==> config.mk <==
export PLATFORM = sky130hd
export DESIGN_NAME = cac_clamp
export DESIGN_NICKNAME = d
export VERILOG_FILES = /design/src/rtl/core/cac_pkg.sv /design/src/rtl/core/cac_clamp.sv
export SDC_FILE = /design/constraint.sdc
export NUM_CORES = 1
export LEC_CHECK = 0
export BUFFER_PORTS_ARGS = -buffer_cell sky130_fd_sc_hd__buf_2
export CORE_UTILIZATION = 45
export DETAILED_ROUTE_END_ITERATION = 8
export GPL_ROUTABILITY_DRIVEN = 0
export PLACE_DENSITY = 0.71
export SYNTH_ARGS = -nofsm -noshare
export SYNTH_HDL_FRONTEND = slang
export SYNTH_SLANG_ARGS = --single-unit
==> constraint.sdc <==
create_clock -name vclk -period 4.74
set_input_delay 0.948 -clock vclk [all_inputs]
set_output_delay 0.948 -clock vclk [all_outputs]
set_load 0.005 [all_outputs]
==> src/rtl/core/cac_pkg.sv <==
// Package with shared types, constants and helpers of the row color fringe corrector.
package cac_pkg;

  // Row storage depth and derived widths.
  localparam int unsigned MAX_WIDTH = 1024;
  localparam int unsigned AW = $clog2(MAX_WIDTH);
  localparam int unsigned PW = $clog2(MAX_WIDTH + 1);

  // Command codes.
  typedef enum logic [1:0] {
    CMD_WRITE   = 2'd0,
    CMD_CORRECT = 2'd1,
    CMD_READ    = 2'd2,
    CMD_NONE    = 2'd3
  } cac_cmd_e;

  // Configuration register indexes.
  localparam logic CFG_EDGE_THRESHOLD = 1'b0;
  localparam logic CFG_ROW_WIDTH      = 1'b1;

  typedef struct packed {
    logic [1:0] command;
    logic [9:0] pixel_index;
    logic [7:0] blue_in;
    logic [7:0] green_in;
    logic [7:0] red_in;
  } cac_in_t;

  typedef struct packed {
    logic [7:0] blue_out;
    logic [7:0] green_out;
    logic [7:0] red_out;
  } cac_out_t;

  // One stored pixel.
  typedef struct packed {
    logic [7:0] b;
    logic [7:0] g;
    logic [7:0] r;
  } cac_pix_t;

  // Color difference limits taken at the two range ends.
  typedef struct packed {
    logic signed [9:0] bmax;
    logic signed [9:0] bmin;
    logic signed [9:0] rmax;
    logic signed [9:0] rmin;
  } cac_bounds_t;

  // Signed difference a - c of two samples.
  function automatic logic signed [9:0] diff8(input logic [7:0] a, input logic [7:0] c);
    return $signed({2'b00, a}) - $signed({2'b00, c});
  endfunction

endpackage

==> src/rtl/core/cac_clamp.sv <==
// Clamps the blue and red differences of one pixel to the range limits.
module cac_clamp (
  input  cac_pkg::cac_pix_t    pix_i,
  input  cac_pkg::cac_bounds_t bnd_i,
  output cac_pkg::cac_pix_t    pix_o
);
  import cac_pkg::*;

  logic signed [9:0] bd, rd;

  function automatic logic [7:0] sat_add(input logic signed [9:0] d, input logic [7:0] g);
    logic signed [10:0] s;
    s = 11'(d) + $signed({3'b000, g});
    if (s < 0) return 8'd0;
    if (s > 11'sd255) return 8'd255;
    return s[7:0];
  endfunction

  assign bd = diff8(pix_i.b, pix_i.g);
  assign rd = diff8(pix_i.r, pix_i.g);

  // Green passes unchanged; blue and red pull back into the limits.
  always_comb begin
    pix_o = pix_i;
    if (bd > bnd_i.bmax) begin
      pix_o.b = sat_add(bnd_i.bmax, pix_i.g);
    end else if (bd < bnd_i.bmin) begin
      pix_o.b = sat_add(bnd_i.bmin, pix_i.g);
    end
    if (rd > bnd_i.rmax) begin
      pix_o.r = sat_add(bnd_i.rmax, pix_i.g);
    end else if (rd < bnd_i.rmin) begin
      pix_o.r = sat_add(bnd_i.rmin, pix_i.g);
    end
  end

endmodule

After elaboration in Yosys (flattened, before gate mapping)
Index checks and enable logic that the tools add are counted.
W data, S select, Z words.
{"block": "classes", "add_sub_neg": 6, "order_cmp": 12, "muxes": 44}
{"op": "$mux W8", "count": 20}
{"op": "$add A10 B9 Y11", "count": 4}
{"op": "$gt A11 B9 Y1 const B", "count": 4}
{"op": "$lt A11 B1 Y1 const B", "count": 4}
{"op": "$mux W1", "count": 24}
{"op": "$gt A9 B10 Y1", "count": 2}
{"op": "$lt A9 B10 Y1", "count": 2}
{"op": "$sub A8 B8 Y9", "count": 2}
{"block": "totals", "register_bits": 0, "inputBits": 64, "out_inout_bits": 24, "word_cells": 62}

Logic depth before layout (Yosys ltp)
{"block": "depth", "depth_word": 12, "depth_mapped": 17, "depth_no_buf": 16}

Least setup slack after synthesis
OpenSTA, ideal clock, no wires.
{"block": "synth_path", "path_type": "input to output", "startpoint": "input pix_i[16] (netlist name)", "endpoint": "output pix_o[18] (netlist name)", "arrival_time_ps": 4017, "required_ps": 3792, "slack_ps": -225, "path_stages": 17, "cell_sequence": "inv_1 ha_1 fa_1 nor2b_1 o21ai_0 a21boi_0 o21a_1 nor2_1 o21a_1 ha_1 nor4b_1 nand2_1 a2111oi_0 a21oi_1 buf_2 and3_1 a221o_1"}
{"element": "start: declaration", "line": "cac_clamp.sv:3", "source": "input cac_pkg::cac_pix_t pix_i,"}
{"element": "end: declaration", "line": "cac_clamp.sv:5", "source": "output cac_pkg::cac_pix_t pix_o"}

==> flow_summary.rst <==
.. list-table::
   :header-rows: 1

   * - Metric
     - Value
   * - Number of input and output port buffers inserted
     - 88
   * - Post-synth design cell area
     - 3747 um2
   * - Mux cell area share after synthesis
     - 0.2671%
   * - Seq Cell Count
     - 0
   * - Effective utilization at floorplan
     - 47.51%
   * - Startpoint Class
     - input port
   * - Setup TNS after final layout
     - -5802 ps
   * - Overflow left after global routing
     - 0
   * - Final routed DRC violation total
     - 0
   * - Dpl cell area
     - 4544 um2
   * - Layout area overhead
     - 38.40%
   * - Number of global-route vias before repair
     - 4,341
   * - Highest-delay cell along the critical path
     - fa_2
   * - Vias after detailed routing
     - 4,719
   * - Crit path capture type
     - output pin
   * - Horiz. Die Dim
     - 93.26 um
   * - Post-Place Worst Slack
     - -616.9 ps
   * - Power Density
     - 198.1 nW/um2
   * - Post-synthesis compound-gate area fraction
     - 31.79%
   * - Max frequency
     - 193.2 MHz
   * - Number of diodes
     - 0
   * - Distinct cells, synth
     - 64
   * - Worst hold margin
     - 2219 ps
   * - Ordered list of cells on the worst path
     - buf_12, ha_4, fa_2, nor2b_2, o21ai_2, a21boi_2, o21ai_1, nand2b_1, xor2_1, buf_4, ha_4, o211ai_1, nor2_1, o21ai_4, o22ai_4, buf_6, nor3_2, o32ai_2, buf_2
   * - Via density
     - 6.250
   * - Combined flip-flop and latch cell area
     - 0 um2
   * - Maximum fanout count along the critical path
     - 6
   * - Nets in the synthesized netlist
     - 680
   * - Placeable core area
     - 7888 um2
   * - Wire length of the first global-routing pass
     - 20,750 um
   * - Global-route total usage across every layer
     - 30.10%
   * - Overall power
     - 1.027 mW
   * - Post-route met1 wirelength
     - 5883 um
   * - Worst-Margin Slew
     - 516.5 ps
   * - Final slew viol count
     - 0
   * - Vertical die dimension
     - 93.26 um
   * - Number of placement rows
     - 32
   * - Violated checks
     - setup timing
   * - Detailed-routed wire length on met2
     - 6474 um
   * - Type of the tightest min-delay check
     - in -> out
   * - Maximum Capacitance Violations
     - 0
   * - Required @ worst endpoint
     - 3790 ps
   * - Number of cells on the critical path
     - 19
   * - Post-layout nets
     - 811
   * - Antenna violations before repair
     - 0
   * - Highest signal layer in the routed design
     - met4
   * - Number of buffers inserted by hold repair at cts
     - 0
   * - Worst hold path cell count
     - 4
   * - Buffer and inverter count on the worst path
     - 4
   * - Maximum number of pins on one net before global-route repair
     - 9
   * - Total wire length after detailed routing
     - 14,260 um
   * - # IOs
     - 88
   * - Ratio of final minimum period to clock period
     - 109.2%
   * - Clock buffer count in the final layout
     - 0
   * - Final setup viols
     - 16
   * - Main combinational cell family by area after synthesis
     - adder cells
   * - Run status
     - finished with violations
   * - Violation count after the first detailed-routing iteration
     - 344
   * - Pleak
     - 2.479 nW
   * - XOR/XNOR share of the synthesized area
     - 5.142%
   * - Peak supply drop
     - 0.00006894 V
   * - Area share of and/or/nand/nor cells after synthesis
     - 22.14%
   * - Final setup slack of the worst path
     - -437.2 ps
   * - Register area share after synthesis
     - 0%
   * - Cell count after placement
     - 736
   * - Cell area after layout
     - 5186 um2
   * - Met3 wire len
     - 1028 um
   * - Final Util
     - 65.75%
   * - Final Instance Count excl. Fillers
     - 755
   * - Final hold violations
     - 0
   * - DPL Wire Length
     - 10,660 um
   * - Number of search-and-repair iterations in the first detailed-routing pass
     - 5
   * - Share of layout cells above drive strength 1
     - 33.84%
   * - Average wire length per cell after detail routing
     - 18.89 um
   * - Avg Inst Size Synth
     - 7.151 um2
   * - Unrepaired setup endpoints after global routing
     - true
   * - Crit path largest cell delay
     - 420 ps
   * - Top cell family by delay on the critical path
     - compound AO/OA/AOI/OAI gates
   * - Number of nets with antenna violations after detailed routing
     - 0
   * - Kind of critical path
     - in -> out
   * - Max-slew headroom
     - 65.56%
   * - Arrival time of the worst setup path
     - 4230 ps
   * - Synthesis warning total
     - 0
   * - Post-route minimum period
     - 5177 ps
   * - Adder-cell share of the synthesized area
     - 31.92%
   * - Die Outline Area
     - 8697 um2
   * - CP most frequent cell
     - ha_4
   * - Syn Inst Count
     - 524
-- routing by layer --
layer | up-vias | GRT usage (%)
li1 | 2226 | -
met4 | 0 | 12.82
met5 | - | 0
met1 | 2160 | 38.40
met2 | 252 | 51.35
met3 | 81 | 2.927
-- layout by cell type (no fill, tap or decap), drive strengths merged, types with 3 or more instances in the layout --
| cell type | instances |
|---|---|
| buf | 143 |
| ha | 86 |
| inv | 63 |
| nor2 | 49 |
| a21oi | 34 |
| o21ai | 32 |
| nand2 | 23 |
| xnor2 | 18 |
| nor3 | 18 |
| o21a | 12 |
| nor2b | 12 |
| o221ai | 11 |
| a211oi | 11 |
| o211ai | 11 |
| nand3 | 11 |
| o32ai | 10 |
| a21o | 9 |
| nand2b | 8 |
| and3 | 8 |
| or3 | 7 |
| nor3b | 6 |
| or2 | 6 |
| fa | 6 |
| a21boi | 5 |
| o31a | 4 |
| nand4 | 4 |
| o22ai | 4 |
| xor2 | 4 |
| nand3b | 3 |
-- cells in the mapped netlist (2+ instances only) --
cell / number / area, um2
o311a_1: 2 / 20.02
xnor2_1: 18 / 157.7
clkbuf_1: 2 / 7.510
a31oi_1: 2 / 12.51
o31a_1: 4 / 35.03
a21oi_1: 34 / 170.2
a21boi_0: 5 / 37.54
o32ai_1: 9 / 78.83
a21o_1: 9 / 67.56
inv_1: 64 / 240.2
nor4b_1: 2 / 17.52
or2_2: 5 / 31.28
o211ai_1: 9 / 67.56
xor2_1: 4 / 35.03
nor4_1: 2 / 12.51
or3_1: 6 / 37.54
nand4_1: 4 / 25.02
nor3b_1: 6 / 45.04
nor2_1: 49 / 183.9
nand3b_1: 3 / 22.52
buf_4: 9 / 67.56
nand3_1: 11 / 55.05
o21ai_0: 28 / 140.1
o22ai_1: 3 / 18.77
nor2b_1: 12 / 75.07
a211oi_1: 11 / 82.58
fa_1: 6 / 120.1
o21bai_1: 2 / 15.01
nand2_1: 23 / 86.33
o21ai_1: 4 / 20.02
buf_1: 2 / 7.510
o221ai_1: 11 / 96.34
o31ai_1: 2 / 15.01
o211ai_2: 2 / 25.02
nand2b_1: 8 / 50.05
ha_1: 86 / 1076
o21a_1: 12 / 90.09
and3_1: 8 / 50.05
nor3_1: 18 / 90.09
o211a_1: 2 / 20.02
a2111oi_0: 2 / 17.52
-- area by class of cell --
class,instances,area [um2]
timing repair buffer,143,917.1
multi-input combinational,446,3895
fill,643,2701
tap,102,127.6
inverter,64,246.5
-- timing repair --
item                                    in CTS  in global routing
setup buffers                                9                 11
pin swaps                                   45                 38
gates resized for setup                     74                 32
endpoints found under the setup margin      16                 16
-- cell families after synthesis --
logic type,Yosys count
buf+inv,78
mux,1
compound gates,169
xor+xnor,22
simple gates,162
fa+ha+maj,92
-- worst paths after layout --
| check | slack [ps] | endpoint | startpoint |
|---|---|---|---|
| worst max-delay path | -440 | pix_o[2] | pix_i[8] |
| worst min-delay path | 2220 | pix_o[16] | pix_i[16] |
-- report_power, final --
group | switching, mW | leakage, nW | internal, mW
registers | 0 | 0 | 0
logic | 0.541 | 2.48 | 0.486
clock network | 0 | 0 | 0
Power figures use the tool's default switching activity.
