### src/rtl/core/cac_pkg.sv
// Package with shared types, constants and helpers of the row color fringe corrector.
package cac_pkg;

  // Row storage depth and derived widths.
  localparam int unsigned MAX_WIDTH = 1024;
  localparam int unsigned AW = $clog2(MAX_WIDTH);
  localparam int unsigned PW = $clog2(MAX_WIDTH + 1);

  // Command codes.
  typedef enum logic [1:0] {
    CMD_WRITE   = 2'd0,
    CMD_CORRECT = 2'd1,
    CMD_READ    = 2'd2,
    CMD_NONE    = 2'd3
  } cac_cmd_e;

  // Configuration register indexes.
  localparam logic CFG_EDGE_THRESHOLD = 1'b0;
  localparam logic CFG_ROW_WIDTH      = 1'b1;

  typedef struct packed {
    logic [1:0] command;
    logic [9:0] pixel_index;
    logic [7:0] blue_in;
    logic [7:0] green_in;
    logic [7:0] red_in;
  } cac_in_t;

  typedef struct packed {
    logic [7:0] blue_out;
    logic [7:0] green_out;
    logic [7:0] red_out;
  } cac_out_t;

  // One stored pixel.
  typedef struct packed {
    logic [7:0] b;
    logic [7:0] g;
    logic [7:0] r;
  } cac_pix_t;

  // Color difference limits taken at the two range ends.
  typedef struct packed {
    logic signed [9:0] bmax;
    logic signed [9:0] bmin;
    logic signed [9:0] rmax;
    logic signed [9:0] rmin;
  } cac_bounds_t;

  // Signed difference a - c of two samples.
  function automatic logic signed [9:0] diff8(input logic [7:0] a, input logic [7:0] c);
    return $signed({2'b00, a}) - $signed({2'b00, c});
  endfunction

endpackage

### src/rtl/core/cac_grad.sv
// Shared gradient unit: central gradients of two neighbor pixels against the threshold.
module cac_grad (
  input  cac_pkg::cac_pix_t         prev_i,
  input  cac_pkg::cac_pix_t         next_i,
  input  logic                      pos_i,
  input  logic [8:0]                thresh_i,
  output logic signed [9:0]         green_diff_o,
  output logic                      edge_o,
  output logic                      extend_o
);
  import cac_pkg::*;

  logic signed [9:0]  db, dg, dr;
  logic signed [10:0] sb, sg, sr, th, ag;

  assign db = diff8(next_i.b, prev_i.b);
  assign dg = diff8(next_i.g, prev_i.g);
  assign dr = diff8(next_i.r, prev_i.r);
  assign th = $signed({2'b00, thresh_i});

  // Gradients taken with the sign of the edge.
  assign sb = pos_i ? 11'(db) : -11'(db);
  assign sg = pos_i ? 11'(dg) : -11'(dg);
  assign sr = pos_i ? 11'(dr) : -11'(dr);
  assign ag = (dg < 0) ? -11'(dg) : 11'(dg);

  assign green_diff_o = dg;
  assign edge_o       = ag >= th;
  assign extend_o     = (sg >= th) || (sb >= th) || (sr >= th);

endmodule

### config.mk
export PLATFORM = sky130hd
export DESIGN_NAME = cac_grad
export DESIGN_NICKNAME = d
export VERILOG_FILES = /design/src/rtl/core/cac_pkg.sv /design/src/rtl/core/cac_grad.sv
export SDC_FILE = /design/constraint.sdc
export NUM_CORES = 1
export LEC_CHECK = 0
export ABC_CLOCK_PERIOD_IN_PS = 6050
export BUFFER_PORTS_ARGS = -buffer_cell sky130_fd_sc_hd__buf_4
export CAP_MARGIN = 20
export CORE_MARGIN = 5
export CORE_UTILIZATION = 57
export DETAILED_ROUTE_END_ITERATION = 16
export PLACE_DENSITY = 0.85
export SKIP_LAST_GASP = 1
export SYNTH_ARGS = -nofsm -noshare
export SYNTH_HDL_FRONTEND = slang
export SYNTH_SLANG_ARGS = --single-unit
### constraint.sdc
create_clock -name vclk -period 6.05
set_clock_uncertainty 0.15 [all_clocks]
set_input_delay 0.605 -clock vclk [all_inputs]
set_output_delay 0.605 -clock vclk [all_outputs]
set_load 0.1 [all_outputs]
=== Yosys cells after proc, flatten, opt, wreduce, memory -nomap -nowiden ===
Cells that the tools add are included.

* Word-level logic and storage cells: 17
* Output and inout port bits: 12
* Input bits: 58
* Bits in registers: 0

* Order comparisons: 5
* Mux-type cells: 4
* Reductions and logical operators: 2
* $add $sub $neg: 6

{| class="wikitable"
|+ Operator list
! cell !! number
|-
| 11-bit by 10-bit >= comparator with 1-bit output || 4
|-
| 11-bit 2-to-1 mux || 4
|-
| 9-bit negator with 11-bit output || 3
|-
| 8-bit by 8-bit subtractor with 9-bit output || 3
|-
| 9-bit by 1-bit < comparator with 1-bit output (second input constant) || 1
|-
| 1-bit logical OR || 2
|}

=== Logic depth before layout (Yosys ltp) ===
Gate-level depths: netlist (run 1).

* Word-level depth: 6
* Depth in mapped cells: 21
* Depth with buffers taken out: 21

=== Worst setup path before layout (run 1) ===
OpenSTA, ideal clock, no wires.

* Path kind: input to output
* From: input next_i[8] in the netlist's numbering
* To: output edge_o
* Arrival: 5815 ps
* Stages on the path: 15
* Data required time: 5295 ps
* Buffers on the path: 0
* Setup slack: -520 ps
* Cells stage by stage: inv_1 -> ha_1 -> inv_1 -> fa_1 -> a21o_1 -> a21oi_1 -> xnor2_1 -> nor3b_2 -> nor2_1 -> xnor2_1 -> ha_1 -> and4b_1 -> a41o_1 -> o21ai_0 -> a31oi_1

* Cells in the longest elaborated chain, start to end: 4

{| class="wikitable"
|+ Ends and longest elaborated chain
! what !! line !! RTL
|-
| start, declared || cac_grad.sv:4 || <nowiki>input cac_pkg::cac_pix_t next_i,</nowiki>
|-
| 8-bit by 8-bit subtractor with 9-bit output (*) || cac_pkg.sv:52 || <nowiki>return $signed({2'b00, a}) - $signed({2'b00, c});</nowiki>
|-
| via green_diff_o[4] || cac_grad.sv:7 || <nowiki>output logic signed [9:0] green_diff_o,</nowiki>
|-
| 9-bit negator with 11-bit output / 9-bit by 1-bit < comparator with 1-bit output (equally long branches) || cac_grad.sv:25 || <nowiki>assign ag = (dg < 0) ? -11'(dg) : 11'(dg);</nowiki>
|-
| 11-bit 2-to-1 mux (*) || cac_grad.sv:25 ||
|-
| 11-bit by 10-bit >= comparator with 1-bit output (*) || cac_grad.sv:28 || <nowiki>assign edge_o = ag >= th;</nowiki>
|-
| end, declared || cac_grad.sv:8 || <nowiki>output logic edge_o,</nowiki>
|}

Mark *: on every way through the listed nets, which the timed path passes. The rest lies on a longest branch.

=== Final worst setup path (run 1) ===
* From: input next_i[8] in the netlist's numbering
* To: output extend_o

* Cells in the longest elaborated chain, start to end: 6

{| class="wikitable"
|+ Ends and longest elaborated chain
! what !! line !! RTL
|-
| 8-bit by 8-bit subtractor with 9-bit output (*) || cac_pkg.sv:52 ||
|-
| 9-bit negator with 11-bit output || cac_grad.sv:23 || <nowiki>assign sg = pos_i ? 11'(dg) : -11'(dg);</nowiki>
|-
| 11-bit 2-to-1 mux (*) || cac_grad.sv:23 ||
|-
| 11-bit by 10-bit >= comparator with 1-bit output (*) || cac_grad.sv:29 || <nowiki>assign extend_o = (sg >= th) || (sb >= th) || (sr >= th);</nowiki>
|-
| 1-bit logical OR (*) (2 in series) || cac_grad.sv:29 ||
|-
| end, declared || cac_grad.sv:9 || <nowiki>output logic extend_o</nowiki>
|}

Every way passes the cells marked *; elsewhere a longest branch is shown, timed or not.

==> results.toml, run 1 <==
[final_layout]
drive_above_1_share_pct = 23.6
fill_cells = 362
area_growth_pct = 21.2
nClkBuffers = 0
register_area_um2 = 0
numSequentialCells = 0
nets = 545
final_cell_mix = "buf_4, ha_1, inv_1, nor2_1, a21oi_1"
final_common_cell = "buf_4"
antenna_cells = 0
final_cell_area_um2 = 3220

[placement]
port_buffers = 70
placed_area_um2 = 3220
gp_congestion = 0.823
dpl.hpwl_um = 5510
pre_cts_slack_ns = 0.618

[sta]
finalSetupTns_ns = 0
fin_ws_ns = 0.575
period_share_pct = 90.5
slew_headroom_pct = 52.2
period_minus_slack_ns = 5.47
maxSlewViolCount = 0
worst_pin_slew_ns = 0.715
rsz0062_at_grt = "false"
max_freq_mhz = 183
setup_viol_count_final = 0
hold_viol = 0

[min_path]
hp-class = "primary input to output pin"

[setup_path]
crit_type = "primary input to output pin"
worstPathMaxFanout = 5
critical_path_arrival_ns = 4.72
crit_chain = "buf_4, inv_1, ha_1, inv_1, fa_1, a21o_1, a21oi_1, nor2b_1, or4_1, o311ai_2, inv_2, nor3_1, ha_1, a21oi_1, ha_1, nor4_1, nand2_1, a21oi_1, or2_2, o21a_1, o221ai_1, a211o_1, buf_4"
end_kind = "output pin"
required_ns = 5.29
max_stage_delay_ns = 0.43
start_kind = "primary input"
crit_slowest_cell = "or4_1"

[floorplanning]
dieArea_um2 = 6130
die_h_um = 78.3
die_w_um = 78.3
initial_utilization_pct = 59.9
pin_count = 70
coreArea_um2 = 4440
rows = 24

[logic_synthesis]
synth.area.top_cells = "ha_1, xnor2_1, inv_1, a21oi_1, xor2_1"
syn_inst = 352
yosysUniqueCellTypes = 59
yosysSeqAreaShare_pct = 0
syn_area_per_cell_um2 = 7.56
netlist.area_leader.share_pct = 31.0
synth_top_area_cell = "ha_1"
syn_area_um2 = 2660
yosys_warnings = 0
synthesis.nets = 479

[grt]
grt_usage_pct = 19.9
grt-ovfl-total = 0
grt_pass1_vias = 2516
grt_pass1_wl_um = 10700
antenna_found_initial = 0
grt_start_max_net_pins = 27

[status]
status = "completed"

[flow_run]
maxCapViolations = 0

[power_and_ir_drop]
powerDensity_nw_per_um2 = 178
power.total_uw = 575
power_leakage_uw = 0.00169
vdd_ir_drop_max_mv = 0.114

[clock_tree]
ctsHoldBuffers = 0
cts_resized = 0
post-cts-setup-buffers = 0

[drt]
drtIter0Drc = 95
avgRoutedWirePerCell_um = 13.1
num_vias = 2686
drt_pre_antenna_iters = 4
remaining_drc_errors = 0
postRouteAntennaNets = 0
wl_um = 6130
drt-vias-per-instance = 5.74
critical path: cells and delay by family:
| kind | cells | cell delay, ns |
|---|---|---|
| adders and majority gates | 4 | 1.00 |
| and+or+nand+nor | 6 | 1.15 |
| AOI/OAI and AO/OA | 8 | 1.36 |
| buffers and inverters | 5 | 0.61 |
routing by layer:
metal	global-route usage, %	vias to the layer above	part of all wire [%]
met5	0	-	0
met4	2.27	0	0.38
met3	1.14	4	4.3
met2	36.8	60	52
met1	26.1	1227	43
li1	-	1395	-
cell usage after synthesis, drive strengths merged (6+ instances only):
cell,instances
a21o,9
a21oi,30
ha,66
inv,47
nand2,13
nand2b,7
nor2,34
nor2b,6
nor3,8
nor4,7
o21a,8
o21ai,12
xnor2,22
xor2,17
kinds of logic after synthesis:
family,count (synthesis),synth area share [%]
simple gates,98,19.2
compound gates,90,24.2
fa+ha+maj,69,33.3
buf+inv,53,8.28
xor+xnor,39,13.7
mux,3,1.27
worst paths after layout:
path	start	endpoint	slack, ns	cells past startpoint
setup / recovery	next_i[8]	extend_o	0.58	23
hold / removal	prev_i[8]	green_diff_o[0]	1.62	4
stage by stage:
stage / utilization, % / hold slack, ns / std cells
final: 72.5 / 1.62 / 468
after CTS: 72.5 / 1.63 / 468
after global routing: 72.5 / 1.67 / 468
after detailed placement: 72.5 / 1.63 / 468
after global placement: 72.5 / 1.63 / 468
after floorplan: - / 1.58 / 352
cell type report:
class / instances / area [um2] / share of cell area, %
Inverter: 47 / 176 / 5.47
Timing Repair Buffer: 70 / 526 / 16.3
Tap cell: 52 / 65.1 / 2.02
Multi-Input combinational cell: 299 / 2460 / 76.2
where the power goes:
part | leakage, uW | total [uW] | switching (uW) | internal, uW
Clock | 0 | 0 | 0 | 0
Sequential | 0 | 0 | 0 | 0
Combinational | 0.00169 | 575 | 350 | 225
Total | 0.00169 | 575 | 350 | 225
Power figures use the tool's default switching activity.
==> run 2, diff against run 1 <==
==> constraint.sdc (replaced) <==
create_clock -name vclk -period 6.05
set_clock_uncertainty 0.15 [all_clocks]
set_input_delay 0.605 -clock vclk [all_inputs]
set_output_delay 0.605 -clock vclk [all_outputs]
set_load 0.02 [all_outputs]
==> results.toml, run 2 (same netlist as run 1, synthesis figures left out) <==
[grt]
grt_pass1_vias = 2531
grt_usage_pct = 20.0
grt_start_max_net_pins = 27
grt-ovfl-total = 0
antenna_found_initial = 0
grt_pass1_wl_um = 10600

[setup_path]
critical_path_arrival_ns = 4.51
critPathTopFamily = "compound AO/OA/AOI/OAI gates"
required_ns = 5.29
crit_chain = "buf_4, inv_1, ha_1, inv_1, fa_1, a21o_1, a21oi_1, nor2b_1, or4_1, o311ai_2, inv_2, nor3_1, ha_1, a21oi_1, ha_1, nor4_1, nand2_1, a21oi_1, or2_2, o21a_1, o221ai_1, a211o_1, buf_4"
crit_slowest_cell = "or4_1"
worstPathMaxFanout = 5
start_kind = "primary input"
critPathBufInv = 5
max_stage_delay_ns = 0.42
crit_type = "primary input to output pin"
end_kind = "output pin"

[floorplanning]
rows = 24
die_w_um = 78.3
dieArea_um2 = 6130
coreArea_um2 = 4440
initial_utilization_pct = 59.9
die_h_um = 78.3
pin_count = 70

[min_path]
min_path_cells = 4
hp-start = "prev_i[8]"
hold_end = "green_diff_o[0]"
hp-class = "primary input to output pin"

[placement]
port_buffers = 70
gp_congestion = 0.872
placed_area_um2 = 3210
dpl.hpwl_um = 5500

[clock_tree]
ctsHoldBuffers = 0
cts_resized = 0
post-cts-setup-buffers = 0

[sta]
period_minus_slack_ns = 5.26
slew_headroom_pct = 53.9
setup_viol_count_final = 0
maxSlewViolCount = 0
max_freq_mhz = 190
worst_pin_slew_ns = 0.690
period_share_pct = 87.0
rsz0062_at_grt = "false"
finalSetupTns_ns = 0
hold_viol = 0

[final_layout]
final_common_cell = "buf_4"
numSequentialCells = 0
antenna_cells = 0
drive_above_1_share_pct = 22.8
final_cell_mix = "buf_4, ha_1, inv_1, nor2_1, a21oi_1"
nClkBuffers = 0
area_growth_pct = 20.6
final_cell_area_um2 = 3210
register_area_um2 = 0
postLayoutCoreUtil_pct = 72.2
nets = 545

[flow_run]
maxCapViolations = 0

[drt]
wl_um = 6210
drt-vias-per-instance = 5.69
postRouteAntennaNets = 0
drtIter0Drc = 123
avgRoutedWirePerCell_um = 13.3
drt_pre_antenna_iters = 4
remaining_drc_errors = 0
num_vias = 2665

[power_and_ir_drop]
power_leakage_uw = 0.00168
vdd_ir_drop_max_mv = 0.0684
powerDensity_nw_per_um2 = 148
power.total_uw = 474

[status]
status = "completed"
run 2: changes by cell type in the layout (fill, tap and decap cells not counted):
cell,change
xnor2_2,-1
a31oi_1,+1
xnor2_1,+1
nor2_2,-1
a31oi_2,-1
nor2_1,+1
run 2: layout make-up:
type	count	area [um2]
multi-input combinational	299	2440
fill	387	1240
timing repair buffer	70	526
inverter	47	176
tap	52	65.1
run 2: how the worst max path moves through the flow:
stage               slack, ns  startpoint  cells after the start       end
CTS                      0.82   next_i[8]                     22  extend_o
global route             0.49   next_i[8]                     22  extend_o
global placement         0.94   next_i[8]                     22  extend_o
finish                   0.79   next_i[8]                     23  extend_o
floorplan                1.17   next_i[8]                     21  extend_o
detailed placement       0.85   next_i[8]                     22  extend_o
run 2: report_power, final:
| part | internal, uW | switching (uW) |
|---|---|---|
| Combinational | 223 | 251 |
| Sequential | 0 | 0 |
| Clock | 0 | 0 |
| Total | 223 | 251 |
run 2: metal layers:
metal	routed length (um)	share of wire [%]	up-vias	global-route usage, %
li1	-	-	1389	-
met1	2740	44	1212	25.5
met2	3140	51	60	38.4
met3	276	4.4	4	1.03
met4	49	0.79	0	1.22
met5	0	0	-	0
run 2: per-stage QoR:
step	hold WS (ns)	setup WS [ns]	instances
after global placement	1.56	0.938	468
final	1.57	0.789	468
after global routing	1.58	0.486	468
after floorplan	1.32	1.17	352
after CTS	1.57	0.824	468
after detailed placement	1.56	0.850	468
==> run 3, diff against run 2 <==
--- a/config.mk
+++ b/config.mk
@@ -5,13 +5,13 @@
 export SDC_FILE = /design/constraint.sdc
 export NUM_CORES = 1
 export LEC_CHECK = 0
-export ABC_CLOCK_PERIOD_IN_PS = 6050
+export ABC_CLOCK_PERIOD_IN_PS = 6400
 export BUFFER_PORTS_ARGS = -buffer_cell sky130_fd_sc_hd__buf_4
 export CAP_MARGIN = 20
 export CORE_MARGIN = 5
-export CORE_UTILIZATION = 57
+export CORE_UTILIZATION = 61
 export DETAILED_ROUTE_END_ITERATION = 16
-export PLACE_DENSITY = 0.85
+export PLACE_DENSITY = 0.91
 export SKIP_LAST_GASP = 1
 export SYNTH_ARGS = -nofsm -noshare
 export SYNTH_HDL_FRONTEND = slang
==> constraint.sdc (replaced) <==
create_clock -name vclk -period 6.4
set_clock_uncertainty 0.15 [all_clocks]
set_input_delay 0.32 -clock vclk [all_inputs]
set_output_delay 0.32 -clock vclk [all_outputs]
set_load 0.02 [all_outputs]
==> results.toml, run 3 (same netlist as run 1, synthesis figures left out) <==
[floorplanning]
dieArea_um2 = 5780
pin_count = 70
initial_utilization_pct = 61.9
coreArea_um2 = 4290
die_h_um = 76.0
rows = 24
die_w_um = 76.0

[setup_path]
crit_slowest_cell = "or4_1"
worstPathMaxFanout = 5
critical_path_arrival_ns = 4.26
worst_path_most_repeated_cell = "ha_1"
crit_type = "primary input to output pin"
max_stage_delay_ns = 0.42
crit_chain = "buf_4, inv_1, ha_1, inv_1, fa_1, a21o_1, a21oi_1, nor2b_1, or4_1, o311ai_2, inv_2, nor3_1, ha_1, a21oi_1, ha_1, nor4_1, nand2_1, a211oi_1, o21a_1, o221ai_1, a211o_1, buf_4"
end_kind = "output pin"
required_ns = 5.93
start_kind = "primary input"

[grt]
antenna_found_initial = 0
grt_start_max_net_pins = 27
grt_pass1_wl_um = 11000
grt_pass1_vias = 2683
grt_usage_pct = 21.2
grt-ovfl-total = 0

[sta]
hold_viol = 0
slew_headroom_pct = 54.5
hold_slack_ns = 0.987
fin_ws_ns = 1.67
rsz0062_at_grt = "false"
max_freq_mhz = 211
finalSetupTns_ns = 0
period_share_pct = 74.0
period_minus_slack_ns = 4.73
setup_viol_count_final = 0
worst_pin_slew_ns = 0.681
maxSlewViolCount = 0

[drt]
drtIter0Drc = 158
drt-vias-per-instance = 5.89
remaining_drc_errors = 0
postRouteAntennaNets = 0
wl_um = 6400
avgRoutedWirePerCell_um = 13.7
drt_pre_antenna_iters = 5
num_vias = 2757

[final_layout]
area_growth_pct = 20.6
fill_cells = 345
register_area_um2 = 0
final_cell_mix = "buf_4, ha_1, inv_1, nor2_1, a21oi_1"
final_common_cell = "buf_4"
final_cell_area_um2 = 3210
nets = 545
nClkBuffers = 0
antenna_cells = 0
drive_above_1_share_pct = 22.8
numSequentialCells = 0
multi_input_area_um2 = 2440

[placement]
port_buffers = 70
placed_area_um2 = 3210
gp_congestion = 0.815
pre_cts_slack_ns = 1.69
dpl.hpwl_um = 5660

[power_and_ir_drop]
power_leakage_uw = 0.00168
vdd_ir_drop_max_mv = 0.0729
powerDensity_nw_per_um2 = 142
power.total_uw = 454

[clock_tree]
ctsHoldBuffers = 0
post-cts-setup-buffers = 0
cts_resized = 0

[flow_run]
maxCapViolations = 0

[status]
status = "completed"

[min_path]
hp-class = "primary input to output pin"
## run 3: cell counts in the layout (fill, tap and decap cells not counted)
No cell type changed its count.
## run 3: path summary, 6_finish.rpt
path / startpoint / to / slack (ns) / cells past startpoint
max: next_i[8] / extend_o / 1.67 / 22
min: prev_i[8] / green_diff_o[0] / 0.99 / 4
## run 3: through the flow
step	instances	utilization, %
final	468	74.7
after global routing	468	74.7
after CTS	468	74.7
after detailed placement	468	74.7
after global placement	468	74.7
after floorplan	352	-
## run 3: final cells by class
type | instances | share of cell area [%]
multi-input combinational | 299 | 76.1
inverter | 47 | 5.50
timing repair buffer | 70 | 16.4
tap | 52 | 2.03
## run 3: critical path: cells and delay by family
kind	cells	cell delay, ns
adders and majority gates	4	0.89
and+or+nand+nor	5	1.00
buffers and inverters	5	0.49
AOI/OAI and AO/OA	8	1.56
## run 3: metal layers
| metal | wire, um | part of all wire, % | global-route usage [%] | vias to the layer above |
|---|---|---|---|---|
| li1 | - | - | - | 1387 |
| met1 | 2580 | 40 | 24.8 | 1264 |
| met2 | 3350 | 52 | 39.9 | 88 |
| met3 | 348 | 5.4 | 2.60 | 18 |
| met4 | 110 | 1.7 | 5.52 | 0 |
| met5 | 0 | 0 | 0 | - |
## run 3: power breakdown
group | internal (uW) | switching (uW) | leakage (uW)
clock network | 0 | 0 | 0
logic | 212 | 242 | 0.00168
registers | 0 | 0 | 0
total | 212 | 242 | 0.00168
