$ cat config.mk
export PLATFORM = sky130hd
export DESIGN_NAME = cac_ram
export DESIGN_NICKNAME = d
export VERILOG_FILES = /design/src/rtl/core/cac_ram.sv
export SDC_FILE = /design/constraint.sdc
export NUM_CORES = 1
export LEC_CHECK = 0
export BUFFER_PORTS_ARGS = -buffer_cell sky130_fd_sc_hd__buf_2
export CAP_MARGIN = 20
export CORE_ASPECT_RATIO = 0.8
export CORE_MARGIN = 8
export CORE_UTILIZATION = 60
export CTS_BUF_LIST = sky130_fd_sc_hd__clkbuf_4 sky130_fd_sc_hd__clkbuf_8 sky130_fd_sc_hd__clkbuf_16
export DETAILED_ROUTE_END_ITERATION = 10
export PLACE_DENSITY = 0.82
export SETUP_SLACK_MARGIN = 0.02
export SLEW_MARGIN = 25
export SYNTH_ARGS = -nofsm -noshare
export SYNTH_HDL_FRONTEND = slang
export SYNTH_SLANG_ARGS = --single-unit
$ cat constraint.sdc
create_clock -name clk_i -period 2.5 [get_ports clk_i]
set_clock_uncertainty 0.2 [all_clocks]
set_input_delay 0.75 -clock clk_i [delete_from_list [all_inputs] [get_ports clk_i]]
set_output_delay 0.75 -clock clk_i [all_outputs]
set_load 0.02 [all_outputs]
$ cat src/rtl/core/cac_ram.sv
// Generic single-port RAM with registered read data.
module cac_ram #(
  parameter int unsigned WIDTH = 8,
  parameter int unsigned DEPTH = 16
) (
  input  logic                     clk_i,
  input  logic                     we_i,
  input  logic [$clog2(DEPTH)-1:0] addr_i,
  input  logic [WIDTH-1:0]         wdata_i,
  output logic [WIDTH-1:0]         rdata_o
);

  logic [WIDTH-1:0] mem_q [DEPTH];

  // Write on enable, read every cycle.
  always_ff @(posedge clk_i) begin
    if (we_i) begin
      mem_q[addr_i] <= wdata_i;
    end
    rdata_o <= mem_q[addr_i];
  end

endmodule

[Word level (Yosys, flattened, before mapping)]
Memory sizes are Yosys's and may differ from the RTL's. A register that Yosys moved wholly into a read port is not among the register bits.
Index checks and enable logic that the tools add are counted.
Operators by class
  mux-type cells: 2
Operator list (number)
  1-bit 2-to-1 mux: 2
Word-level totals
  memory bits (writable): 128
  logic and storage cells: 3
  input bits: 14
  register bits after elaboration: 0
  memories kept: 1
Memories
  mem_q: depth 16, bits a word 8, rd ports 1, clocked after Yosys merged registers in 1, write ports 1, line 13  | logic [WIDTH-1:0] mem_q [DEPTH];

[Logic depth before layout (Yosys ltp)]
Gate-level depths: netlist of the first run.
  depth in word-level cells: 2
  depth in mapped cells: 5

[Worst setup path after synthesis of the first run]
OpenSTA, ideal clock, no wires.
  path kind: input -> register
  start: input port addr_i[2]
  end: memory mem_q[0][0] (enable)
  stages on the path: 2
  required time: 1917 ps
  path slack: 57 ps
  arrival time: 1860 ps
  path through: or3b_2 > nor3_1
RTL lines
  from (decl): line 8  | input logic [$clog2(DEPTH)-1:0] addr_i,
  to (decl): line 13
Straight into the memory's write port.

[Worst setup path in the final report of the first run]
  start: register rdata_o[7] (read register of mem_q)
  end: output port rdata_o[7]
RTL lines
  from (decl): line 10  | output logic [WIDTH-1:0] rdata_o
No word-level cell between the ends.

==> results of run 1 <==
## cell type report
cell class / instances / area (um2) / area share (%)
clock inverters: 9 / 149 / 2.42
well taps: 112 / 140 / 2.28
clock buffers: 23 / 472 / 7.67
flip-flops and latches: 136 / 4000 / 65.1
repair buffers: 51 / 380 / 6.19
multi-input cells: 83 / 1000 / 16.3
## cells in the final DEF (no fill, tap or decap), types with 3 or more instances in the layout
master,instances
nand2_1,9
nor3_1,4
clkbuf_8,3
clkbuf_16,16
buf_12,4
clkinv_2,4
dfxtp_1,8
buf_4,26
edfxtp_1,128
a22oi_1,16
nor2_1,13
buf_2,21
bufinv_16,4
clkbuf_4,4
mux4_2,32
## path summary, 6_finish.rpt
check / slack [ns] / from / depth (start not counted) / endpoint
worst max-delay path: 0.52 / rdata_o[7]$_DFF_P_ / 1 / rdata_o[7]
worst min-delay path: 0.42 / wdata_i[1] / 1 / mem_q[4][1]$_DFFE_PP_
worst max register to register: 0.98 / mem_q[0][4]$_DFFE_PP_ / 3 / rdata_o[4]$_DFF_P_
worst min register to register: 0.48 / mem_q[12][1]$_DFFE_PP_ / 3 / rdata_o[1]$_DFF_P_
## state kept, by name, indices dropped and copies added (netlist names)
signal   count
mem_q      128
rdata_o      8
## cell families (layout without fill, tap and decap cells)
kind of cell	after synthesis	after routing	share of synthesized area (%)
AND/OR/NAND/NOR	35	35	3.21
AO/OA/AOI/OAI	16	16	2.37
multiplexers	32	32	14.2
flip-flops	136	136	79.0
buffers and inverters	11	83	1.19
## routing by layer
layer / track usage (%) / routed length (um)
met5: 0 / 0
met1: 22.3 / 3940
met2: 28.6 / 4940
met3: 6.98 / 966
met4: 8.54 / 197
## power breakdown
part	switching [uW]	internal, uW
Clock	854	1710
Sequential	15.3	2550
Combinational	156	114
Total	1030	4370
## per-stage QoR
stage               worst slack (ns)  hold WS [ns]  instances  power (uW)  utilization, %
floorplan                     0.0570         0.435        230        2760               -
global placement               0.175         0.454        382        2870            66.3
detailed placement             0.169         0.478        382        2880            66.3
CTS                            0.480         0.398        414        5440            73.8
global route                   0.463         0.403        414        5550            73.8
finish                         0.516         0.419        414        5400            73.8
==> impl_metrics.sql, run 1 <==
INSERT INTO impl_metrics (metric_group, metric, value, unit) VALUES
('floorplanning', 'i_o_pin_count', '22', ''),
('synthesis', 'yosys.cell_count.top_type', 'edfxtp_1', ''),
('synthesis', 'yosysUniqueCellTypes', '18', ''),
('floorplanning', 'fp.coreArea', '8330', 'um2'),
('place', 'numPortBuffers', '21', ''),
('worst_setup_path', 'critical_path.cell_chain', 'buf_2', ''),
('clock_network', 'hold_buffers', '0', ''),
('timing', 'period_minus_slack', '1.98', 'ns'),
('synthesis', 'synth_top_cell_by_area', 'edfxtp_1', ''),
('worst_setup_path', 'worst_ep_required_time', '1.55', 'ns'),
('synthesis', 'post_synth_instance_area', '5070', 'um2'),
('timing', 'finalSetupViolCount', '0', ''),
('synthesis', 'synth-edff-count', '128', ''),
('finish', 'diodes', '0', ''),
('min_path', 'min_delay_path_class', 'input pin to flip-flop', ''),
('worst_setup_path', 'timing.critical_path.buf_inv', '1', ''),
('synthesis', 'synth_cells', '230', ''),
('clock_network', 'clk_path_buf_depth', '2', ''),
('pwr', 'worst_ir_drop_vdd', '698', 'uV'),
('clock_network', 'cts-htree-levels', '4', ''),
('timing', 'grt_setup_unrepaired', 'false', ''),
('routing', 'route.vias.total', '2491', ''),
('clock_network', 'post_cts_buffers', '0', ''),
('pwr', 'cellPowerDensity', '878', 'nW/um2'),
('routing', 'ant_nets', '0', ''),
('clock_network', 'worst_skew_pair.late_latency', '0.52', 'ns'),
('global_route', 'first_global_vias', '2635', ''),
('clock_network', 'cts_made_buffers', '17', ''),
('synthesis', 'synth_top_flop_cell', 'edfxtp_1', ''),
('clock_network', 'cts_repair_resize_count', '0', ''),
('synthesis', 'postSynthNetCount', '244', ''),
('global_route', 'largest_net_degree_at_the_start_of_global_routing', '40', ''),
('timing', 'tightestPinTransition', '0.432', 'ns'),
('worst_setup_path', 'setup.worst_path.end_class', 'primary output', ''),
('global_route', 'global_router_s_overall_resource_usage', '18.4', '%'),
('clock_network', 'clock_tree_from_tritoncts', 'yes', ''),
('clock_network', 'clock_sinks', '136', ''),
('floorplanning', 'initial_utilization', '60.8', '%'),
('worst_setup_path', 'slowest_cell_on_the_critical_path', 'dfxtp_1', ''),
('worst_setup_path', 'timing.critical_path.max_delay_family', 'flip-flops', ''),
('finish', 'final_nets', '303', ''),
('finish', 'area.growth.synth_to_final', '21.3', '%'),
('synthesis', 'synth-async-reset-ratio', '0', '%'),
('global_route', 'grt_pass1_wl', '15300', 'um'),
('clock_network', 'clk_transition_reported_paths', '0.06', 'ns'),
('routing', 'drt_drc_violations_left', '0', ''),
('synthesis', 'netlist_top_cells_count', 'edfxtp_1, mux4_2, a22oi_1, nor2_1, nand2_1', ''),
('synthesis', 'synth.area.top_cells', 'edfxtp_1, mux4_2, dfxtp_1', ''),
('worst_setup_path', 'critPathMaxFanout', '1', ''),
('global_route', 'antenna_found_initial', '0', ''),
('timing', 'final.period_utilization', '79.4', '%'),
('worst_setup_path', 'critical-path-max-stage-delay', '0.35', 'ns'),
('place', 'placed_area', '5530', 'um2'),
('place', 'globalplace.congestion', '0.788', ''),
('timing', 'report.final.hold_viol_count', '0', ''),
('routing', 'drt_iter0_markers', '201', ''),
('timing', 'fmaxAchievable', '504', 'MHz'),
('global_route', 'globalRoute.totalOverflow', '0', ''),
('run', 'max_cap_violations', '0', ''),
('synthesis', 'synth.yosys.seq_area_share', '79.0', '%'),
('timing', 'report.final.slew_viol_count', '0', ''),
('run_status', 'run_status', 'finished clean', ''),
('worst_setup_path', 'worst-endpoint-arrival', '1.03', 'ns'),
('floorplanning', 'fp.dieH', '98.2', 'um'),
('place', 'hpwl', '6360', 'um'),
('synthesis', 'synth.avg_cell_area', '22.0', 'um2'),
('worst_setup_path', 'path_class', 'flip-flop to primary output', ''),
('floorplanning', 'num_rows', '30', ''),
('timing', 'setup_total_negative_slack', '0', 'ns'),
('synthesis', 'netlist.area_leader.share', '75.9', '%'),
('floorplanning', 'die_width', '119', 'um'),
('routing', 'drt-wirelength-per-cell', '24.3', 'um'),
('synthesis', 'synth-warning-count', '0', ''),
('timing', 'worst_slew_margin_rel', '71.2', '%'),
('finish', 'layout-drive-gt1-share', '38.4', '%'),
('finish', 'final_cell_area', '6150', 'um2'),
('clock_network', 'root_buffer', 'clkbuf_8', ''),
('pwr', 'p_leak', '0.00211', 'uW'),
('finish', 'nFillCells', '481', ''),
('routing', 'drt-vias-per-instance', '6.02', ''),
('floorplanning', 'die_area', '11700', 'um2'),
('routing', 'postRouteWirelength', '10000', 'um'),
('worst_setup_path', 'critical_path.startpoint_type', 'flip-flop', ''),
('routing', 'drt_pre_antenna_iters', '4', ''),
('synthesis', 'postSynthRegisterBits', '136', '');
No activity file was read; power rests on OpenSTA's default activity.
==> run 2, diff against run 1 <==
--- a/config.mk
+++ b/config.mk
@@ -9,10 +9,10 @@
 export CAP_MARGIN = 20
 export CORE_ASPECT_RATIO = 0.8
 export CORE_MARGIN = 8
-export CORE_UTILIZATION = 60
+export CORE_UTILIZATION = 54
 export CTS_BUF_LIST = sky130_fd_sc_hd__clkbuf_4 sky130_fd_sc_hd__clkbuf_8 sky130_fd_sc_hd__clkbuf_16
 export DETAILED_ROUTE_END_ITERATION = 10
-export PLACE_DENSITY = 0.82
+export PLACE_DENSITY = 0.78
 export SETUP_SLACK_MARGIN = 0.02
 export SLEW_MARGIN = 25
 export SYNTH_ARGS = -nofsm -noshare
==> constraint.sdc (replaced) <==
create_clock -name clk_i -period 1.6 [get_ports clk_i]
set_clock_uncertainty 0.2 [all_clocks]
set_input_delay 0.48 -clock clk_i [delete_from_list [all_inputs] [get_ports clk_i]]
set_output_delay 0.48 -clock clk_i [all_outputs]
set_load 0.02 [all_outputs]
==> run 2 against run 1 <==
Net effect: count of clock-buffer cells in the layout shrank 5; die area grew 9.4%; cell area is 7.1% higher; largest cell class unchanged; routed wire length up 9.3%; first-iteration DRC count up 67%; via count up 1.8%; critical endpoint is now rdata_o[3]; non-clock buffer count fell by 1.
==> impl_metrics.sql, run 2 (synthesized netlist as in run 1, its figures left out) <==
INSERT INTO impl_metrics (metric_group, metric, value, unit) VALUES
('run_status', 'run_status', 'finished clean', ''),
('finish', 'mostFrequentLayoutCell', 'edfxtp_1', ''),
('clock_network', 'root_buffer', 'clkbuf_16', ''),
('floorplanning', 'fp.coreArea', '9080', 'um2'),
('finish', 'flip_flop_count_of_the_largest_register_after_layout', '128', ''),
('global_route', 'first_global_vias', '2590', ''),
('worst_setup_path', 'setup.worst_path.end_class', 'primary output', ''),
('global_route', 'global_router_s_overall_resource_usage', '18.1', '%'),
('timing', 'fmaxAchievable', '641', 'MHz'),
('finish', 'area.growth.synth_to_final', '30.0', '%'),
('worst_setup_path', 'critical_path.cell_chain', 'buf_6', ''),
('worst_setup_path', 'path_class', 'flip-flop to primary output', ''),
('pwr', 'p_leak', '0.00220', 'uW'),
('worst_setup_path', 'critical_path.startpoint_type', 'flip-flop', ''),
('place', 'numPortBuffers', '21', ''),
('place', 'place_ws', '-0.481', 'ns'),
('routing', 'drt_iter0_markers', '336', ''),
('clock_network', 'clk_transition_reported_paths', '0.06', 'ns'),
('finish', 'final_cell_area', '6590', 'um2'),
('place', 'globalplace.congestion', '0.761', ''),
('finish', 'final_nets', '302', ''),
('clock_network', 'clock_tree_from_tritoncts', 'yes', ''),
('timing', 'finalSetupViolCount', '0', ''),
('global_route', 'globalRoute.totalOverflow', '0', ''),
('finish', 'layout-drive-gt1-share', '50.5', '%'),
('clock_network', 'cts_made_buffers', '17', ''),
('finish', 'diodes', '0', ''),
('routing', 'drt-vias-per-instance', '6.10', ''),
('timing', 'tightestPinTransition', '0.450', 'ns'),
('worst_setup_path', 'worst-endpoint-arrival', '0.88', 'ns'),
('finish', 'largestRegisters', 'mem_q: 128 flops, rdata_o: 8 flops', ''),
('routing', 'ant_nets', '0', ''),
('timing', 'setup_slack', '0.0401', 'ns'),
('routing', 'route.vias.total', '2537', ''),
('finish', 'most-common-layout-cells', 'edfxtp_1, mux4_2, clkbuf_16, buf_4', ''),
('timing', 'period_minus_slack', '1.56', 'ns'),
('timing', 'report.final.hold_viol_count', '0', ''),
('finish', 'nFillCells', '513', ''),
('global_route', 'antenna_found_initial', '0', ''),
('pwr', 'cellPowerDensity', '1380', 'nW/um2'),
('floorplanning', 'num_rows', '31', ''),
('place', 'hpwl', '6760', 'um'),
('global_route', 'grt_pass1_wl', '16600', 'um'),
('worst_setup_path', 'critPathMaxFanout', '1', ''),
('floorplanning', 'initial_utilization', '55.8', '%'),
('worst_setup_path', 'timing.critical_path.buf_inv', '1', ''),
('timing', 'final.period_utilization', '97.5', '%'),
('routing', 'drt_drc_violations_left', '0', ''),
('worst_setup_path', 'worst_ep_required_time', '0.92', 'ns'),
('clock_network', 'clk_path_buf_depth', '2', ''),
('routing', 'drt-wirelength-per-cell', '26.4', 'um'),
('floorplanning', 'i_o_pin_count', '22', ''),
('global_route', 'largest_net_degree_at_the_start_of_global_routing', '17', ''),
('timing', 'finalHoldWorstSlack', '0.279', 'ns'),
('clock_network', 'cts-htree-levels', '4', ''),
('routing', 'drt_pre_antenna_iters', '5', ''),
('clock_network', 'worst_skew_pair.late_latency', '0.41', 'ns'),
('worst_setup_path', 'slowest_cell_on_the_critical_path', 'dfxtp_2', ''),
('floorplanning', 'fp.dieH', '103', 'um'),
('timing', 'grt_setup_unrepaired', 'false', ''),
('run', 'max_cap_violations', '0', ''),
('timing', 'setup_total_negative_slack', '0', 'ns'),
('place', 'placed_area', '5700', 'um2'),
('worst_setup_path', 'critical-path-max-stage-delay', '0.35', 'ns'),
('timing', 'worst_slew_margin_rel', '69.9', '%'),
('finish', 'max_flop_register', 'mem_q', ''),
('pwr', 'worst_ir_drop_vdd', '911', 'uV'),
('timing', 'report.final.slew_viol_count', '0', ''),
('floorplanning', 'die_width', '124', 'um'),
('floorplanning', 'die_area', '12800', 'um2'),
('clock_network', 'clock_sinks', '136', ''),
('clock_network', 'hold_buffers', '0', ''),
('routing', 'postRouteWirelength', '11000', 'um'),
('worst_setup_path', 'timing.critical_path.max_delay_family', 'flip-flops', ''),
('min_path', 'min_delay_path_class', 'input pin to flip-flop', '');
## run 2: cell types whose count changed in the layout (fill, tap and decap cells not counted), sizes merged
cell,before,now
inv,0,2
buf,51,49
clkbuf,23,19
clkinvlp,0,3
bufinv,4,6
clkinv,5,3
## run 2: final cells by class
class                           instances  area [um2]  area share (%)
Multi-Input combinational cell         83        1210            18.3
Clock buffer                           18         433            6.57
Clock inverter                         14         246            3.74
Tap cell                              115         144            2.18
Timing Repair Buffer                   50         544            8.26
Sequential cell                       136        4010            60.9
## run 2: stage by stage
| stage | power [uW] | utilization (%) | std cells |
|---|---|---|---|
| finish | 9060 | 72.6 | 416 |
| global route | 9270 | 72.6 | 416 |
| CTS | 9040 | 71.8 | 415 |
| detailed placement | 4570 | 62.8 | 379 |
| global placement | 4560 | 62.8 | 379 |
| floorplan | 4360 | - | 230 |
## run 2: power breakdown
| group | switching, uW | total [uW] | internal [uW] |
|---|---|---|---|
| logic | 304 | 563 | 259 |
| clock network | 1510 | 4470 | 2960 |
| registers | 37.1 | 4030 | 3990 |
| total | 1850 | 9060 | 7210 |
## run 2: repair_timing
item	in CTS	in global routing
resized for setup	25	14
pin swaps	0	1
gates cloned	2	1
setup endpoints to repair	15	14
buffers inserted	2	0
## run 2: path summary, 6_finish.rpt
| check | from | end | slack, ns | cells past startpoint |
|---|---|---|---|---|
| min | wdata_i[5] | mem_q[6][5]$_DFFE_PP_ | 0.28 | 1 |
| max | rdata_o[3]$_DFF_P_ | rdata_o[3] | 0.04 | 1 |
| min reg2reg | mem_q[14][4]$_DFFE_PP_ | rdata_o[4]$_DFF_P_ | 0.48 | 3 |
| max reg2reg | mem_q[8][0]$_DFFE_PP_ | rdata_o[0]$_DFF_P_ | 0.06 | 3 |
## run 2: metal layers
layer / GRT usage [%] / vias up / wire length, um
met5: 0 / - / 0
met4: 5.26 / 0 / 104
met3: 4.83 / 13 / 859
met2: 27.4 / 121 / 5080
met1: 25.5 / 1314 / 4940
li1: - / 1089 / -
==> run 3, diff against run 2 <==
--- a/config.mk
+++ b/config.mk
@@ -8,9 +8,9 @@
 export BUFFER_PORTS_ARGS = -buffer_cell sky130_fd_sc_hd__buf_2
 export CAP_MARGIN = 20
 export CORE_ASPECT_RATIO = 0.8
-export CORE_MARGIN = 8
+export CORE_MARGIN = 3
 export CORE_UTILIZATION = 54
-export CTS_BUF_LIST = sky130_fd_sc_hd__clkbuf_4 sky130_fd_sc_hd__clkbuf_8 sky130_fd_sc_hd__clkbuf_16
+export CTS_BUF_LIST = sky130_fd_sc_hd__clkbuf_8 sky130_fd_sc_hd__clkbuf_16
 export DETAILED_ROUTE_END_ITERATION = 10
 export PLACE_DENSITY = 0.78
 export SETUP_SLACK_MARGIN = 0.02
==> run 3 against run 2 <==
Net effect: the run now ends with setup timing left; sequential power barely moved; register-to-register slack worse by 0.02 ns; critical path depth up 4; sequential cell count is the same; largest power group is now sequential cells; highest routed layer unchanged.
==> impl_metrics.sql, run 3 (synthesized netlist as in run 1, its figures left out) <==
INSERT INTO impl_metrics (metric_group, metric, value, unit) VALUES
('global_route', 'globalRoute.totalOverflow', '0', ''),
('place', 'placed_area', '5960', 'um2'),
('finish', 'max_flop_register', 'mem_q', ''),
('pwr', 'p_total', '8130', 'uW'),
('clock_network', 'cts_made_buffers', '17', ''),
('worst_setup_path', 'critical-path-max-stage-delay', '0.51', 'ns'),
('routing', 'route.vias.total', '2537', ''),
('worst_setup_path', 'slowest_cell_on_the_critical_path', 'mux4_2', ''),
('worst_setup_path', 'setup.worst_path.end_class', 'flip-flop', ''),
('min_path', 'min_delay_path_class', 'input pin to flip-flop', ''),
('clock_network', 'clk_transition_reported_paths', '0.06', 'ns'),
('timing', 'report.final.hold_viol_count', '0', ''),
('routing', 'drt-wirelength-per-cell', '24.4', 'um'),
('global_route', 'first_global_vias', '2648', ''),
('worst_setup_path', 'critical_path.cell_chain', 'buf_4 -> bufbuf_16 -> mux4_2 -> a22oi_2 -> nand2_1', ''),
('floorplanning', 'die_area', '10600', 'um2'),
('routing', 'drt-vias-per-instance', '5.94', ''),
('run_status', 'run_status', 'complete, but fails checks', ''),
('finish', 'final_nets', '315', ''),
('clock_network', 'clock_tree_from_tritoncts', 'yes', ''),
('pwr', 'worst_ir_drop_vdd', '1430', 'uV'),
('place', 'hpwl', '6380', 'um'),
('run', 'max_cap_violations', '0', ''),
('clock_network', 'clock_sinks', '136', ''),
('floorplanning', 'fp.dieH', '92.6', 'um'),
('clock_network', 'cts-htree-levels', '4', ''),
('finish', 'nFillCells', '468', ''),
('finish', 'final_cell_area', '6640', 'um2'),
('floorplanning', 'fp.coreArea', '8780', 'um2'),
('worst_setup_path', 'path_class', 'input pin to flip-flop', ''),
('worst_setup_path', 'critPathMaxFanout', '5', ''),
('timing', 'report.final.slew_viol_count', '0', ''),
('floorplanning', 'i_o_pin_count', '22', ''),
('timing', 'period_minus_slack', '1.60', 'ns'),
('timing', 'grt_setup_unrepaired', 'true', ''),
('run_status', 'violations_in_the_final_reports', 'setup timing', ''),
('floorplanning', 'die_width', '114', 'um'),
('clock_network', 'root_buffer', 'clkbuf_16', ''),
('place', 'numPortBuffers', '21', ''),
('finish', 'layout-drive-gt1-share', '49.0', '%'),
('global_route', 'antenna_found_initial', '1', ''),
('routing', 'drt_iter0_markers', '256', ''),
('global_route', 'grt_pass1_wl', '15800', 'um'),
('finish', 'most-common-layout-cells', 'edfxtp_1, mux4_2, buf_4, buf_12, clkbuf_16', ''),
('pwr', 'p_leak', '0.00224', 'uW'),
('timing', 'fmaxAchievable', '624', 'MHz'),
('place', 'place_ws', '-0.462', 'ns'),
('finish', 'final_core_util', '75.6', '%'),
('finish', 'mostFrequentLayoutCell', 'edfxtp_1', ''),
('routing', 'ant_nets', '0', ''),
('worst_setup_path', 'worst_ep_required_time', '1.69', 'ns'),
('place', 'globalplace.congestion', '0.781', ''),
('timing', 'worst_slew_margin_rel', '66.5', '%'),
('timing', 'setup_total_negative_slack', '-0.00149', 'ns'),
('worst_setup_path', 'critical_path.startpoint_type', 'input pin', ''),
('worst_setup_path', 'worst-endpoint-arrival', '1.69', 'ns'),
('routing', 'drt_drc_violations_left', '0', ''),
('floorplanning', 'initial_utilization', '57.7', '%'),
('finish', 'flip_flop_count_of_the_largest_register_after_layout', '128', ''),
('finish', 'largestRegisters', 'mem_q: 128 flops, rdata_o: 8 flops', ''),
('timing', 'setup_slack', '-0.00149', 'ns'),
('floorplanning', 'num_rows', '30', ''),
('timing', 'final.period_utilization', '100', '%'),
('timing', 'tightestPinTransition', '0.500', 'ns'),
('timing', 'finalSetupViolCount', '1', ''),
('clock_network', 'worst_skew_pair.late_latency', '0.41', 'ns'),
('finish', 'area.growth.synth_to_final', '31.0', '%'),
('routing', 'postRouteWirelength', '10400', 'um'),
('global_route', 'global_router_s_overall_resource_usage', '21.6', '%'),
('global_route', 'largest_net_degree_at_the_start_of_global_routing', '21', ''),
('clock_network', 'clk_path_buf_depth', '2', ''),
('pwr', 'cellPowerDensity', '1220', 'nW/um2'),
('routing', 'drt_pre_antenna_iters', '4', '');
==> run 3: cell types whose count changed in the layout (fill, tap and decap cells not counted), sizes merged <==
| cell | change |
|---|---|
| buf | +13 |
| bufinv | -4 |
| clkinv | +3 |
| inv | +3 |
| clkbuf | -2 |
| bufbuf | +1 |
| clkinvlp | -1 |
| diode | +1 |
==> run 3: final timing paths <==
path                            slack (ns)              startpoint                     end  cells past startpoint
worst max-delay path                -0.001               addr_i[0]      rdata_o[4]$_DFF_P_                      5
worst min-delay path                  0.25              wdata_i[1]  mem_q[14][1]$_DFFE_PP_                      1
worst min register to register        0.49  mem_q[12][1]$_DFFE_PP_      rdata_o[1]$_DFF_P_                      3
worst max register to register        0.04   mem_q[8][4]$_DFFE_PP_      rdata_o[4]$_DFF_P_                      3
==> run 3: metrics by stage <==
step	std cells	hold slack, ns
floorplan	230	0.379
global placement	391	0.450
detailed placement	391	0.475
CTS	424	0.238
global route	427	0.256
finish	427	0.253
==> run 3: critical path: cells and delay by family <==
| family | cells | cell delay [ns] |
|---|---|---|
| buf+inv | 2 | 0.44 |
| mux | 1 | 0.51 |
| simple gates | 1 | 0.10 |
| compound gates | 1 | 0.16 |
==> run 3: layout make-up <==
| class | instances | area [um2] | share of cell area, % |
|---|---|---|---|
| diodes | 1 | 2.50 | 0.0377 |
| clock buffers | 17 | 425 | 6.41 |
| clock inverters | 15 | 125 | 1.89 |
| multi-input cells | 83 | 1210 | 18.2 |
| flip-flops and latches | 136 | 4010 | 60.4 |
| well taps | 112 | 140 | 2.11 |
| repair buffers | 63 | 729 | 11.0 |
==> run 3: power by group <==
group          leakage (uW)  switching [uW]  internal, uW
Clock              0.000284            1330          2240
Combinational      0.000735             284           255
Sequential          0.00122            29.7          3990
==> run 3: per-layer routing <==
layer	share of wire (%)	track usage, %	vias to the layer above
met4	1.7	9.89	0
met1	41	29.6	1312
li1	-	-	1113
met3	6.8	7.12	15
met5	0	0	-
met2	50	31.8	97
==> run 3: timing repair <==
| item | 4_1_cts | 5_1_grt |
|---|---|---|
| setup buffers | 0 | 2 |
| pin swaps | 0 | 4 |
| setup endpoints to repair | 12 | 35 |
| hold buffers | 0 | 0 |
| cloned | 1 | 0 |
| endpoints found under the hold margin | 0 | 0 |
| gates resized for setup | 13 | 11 |
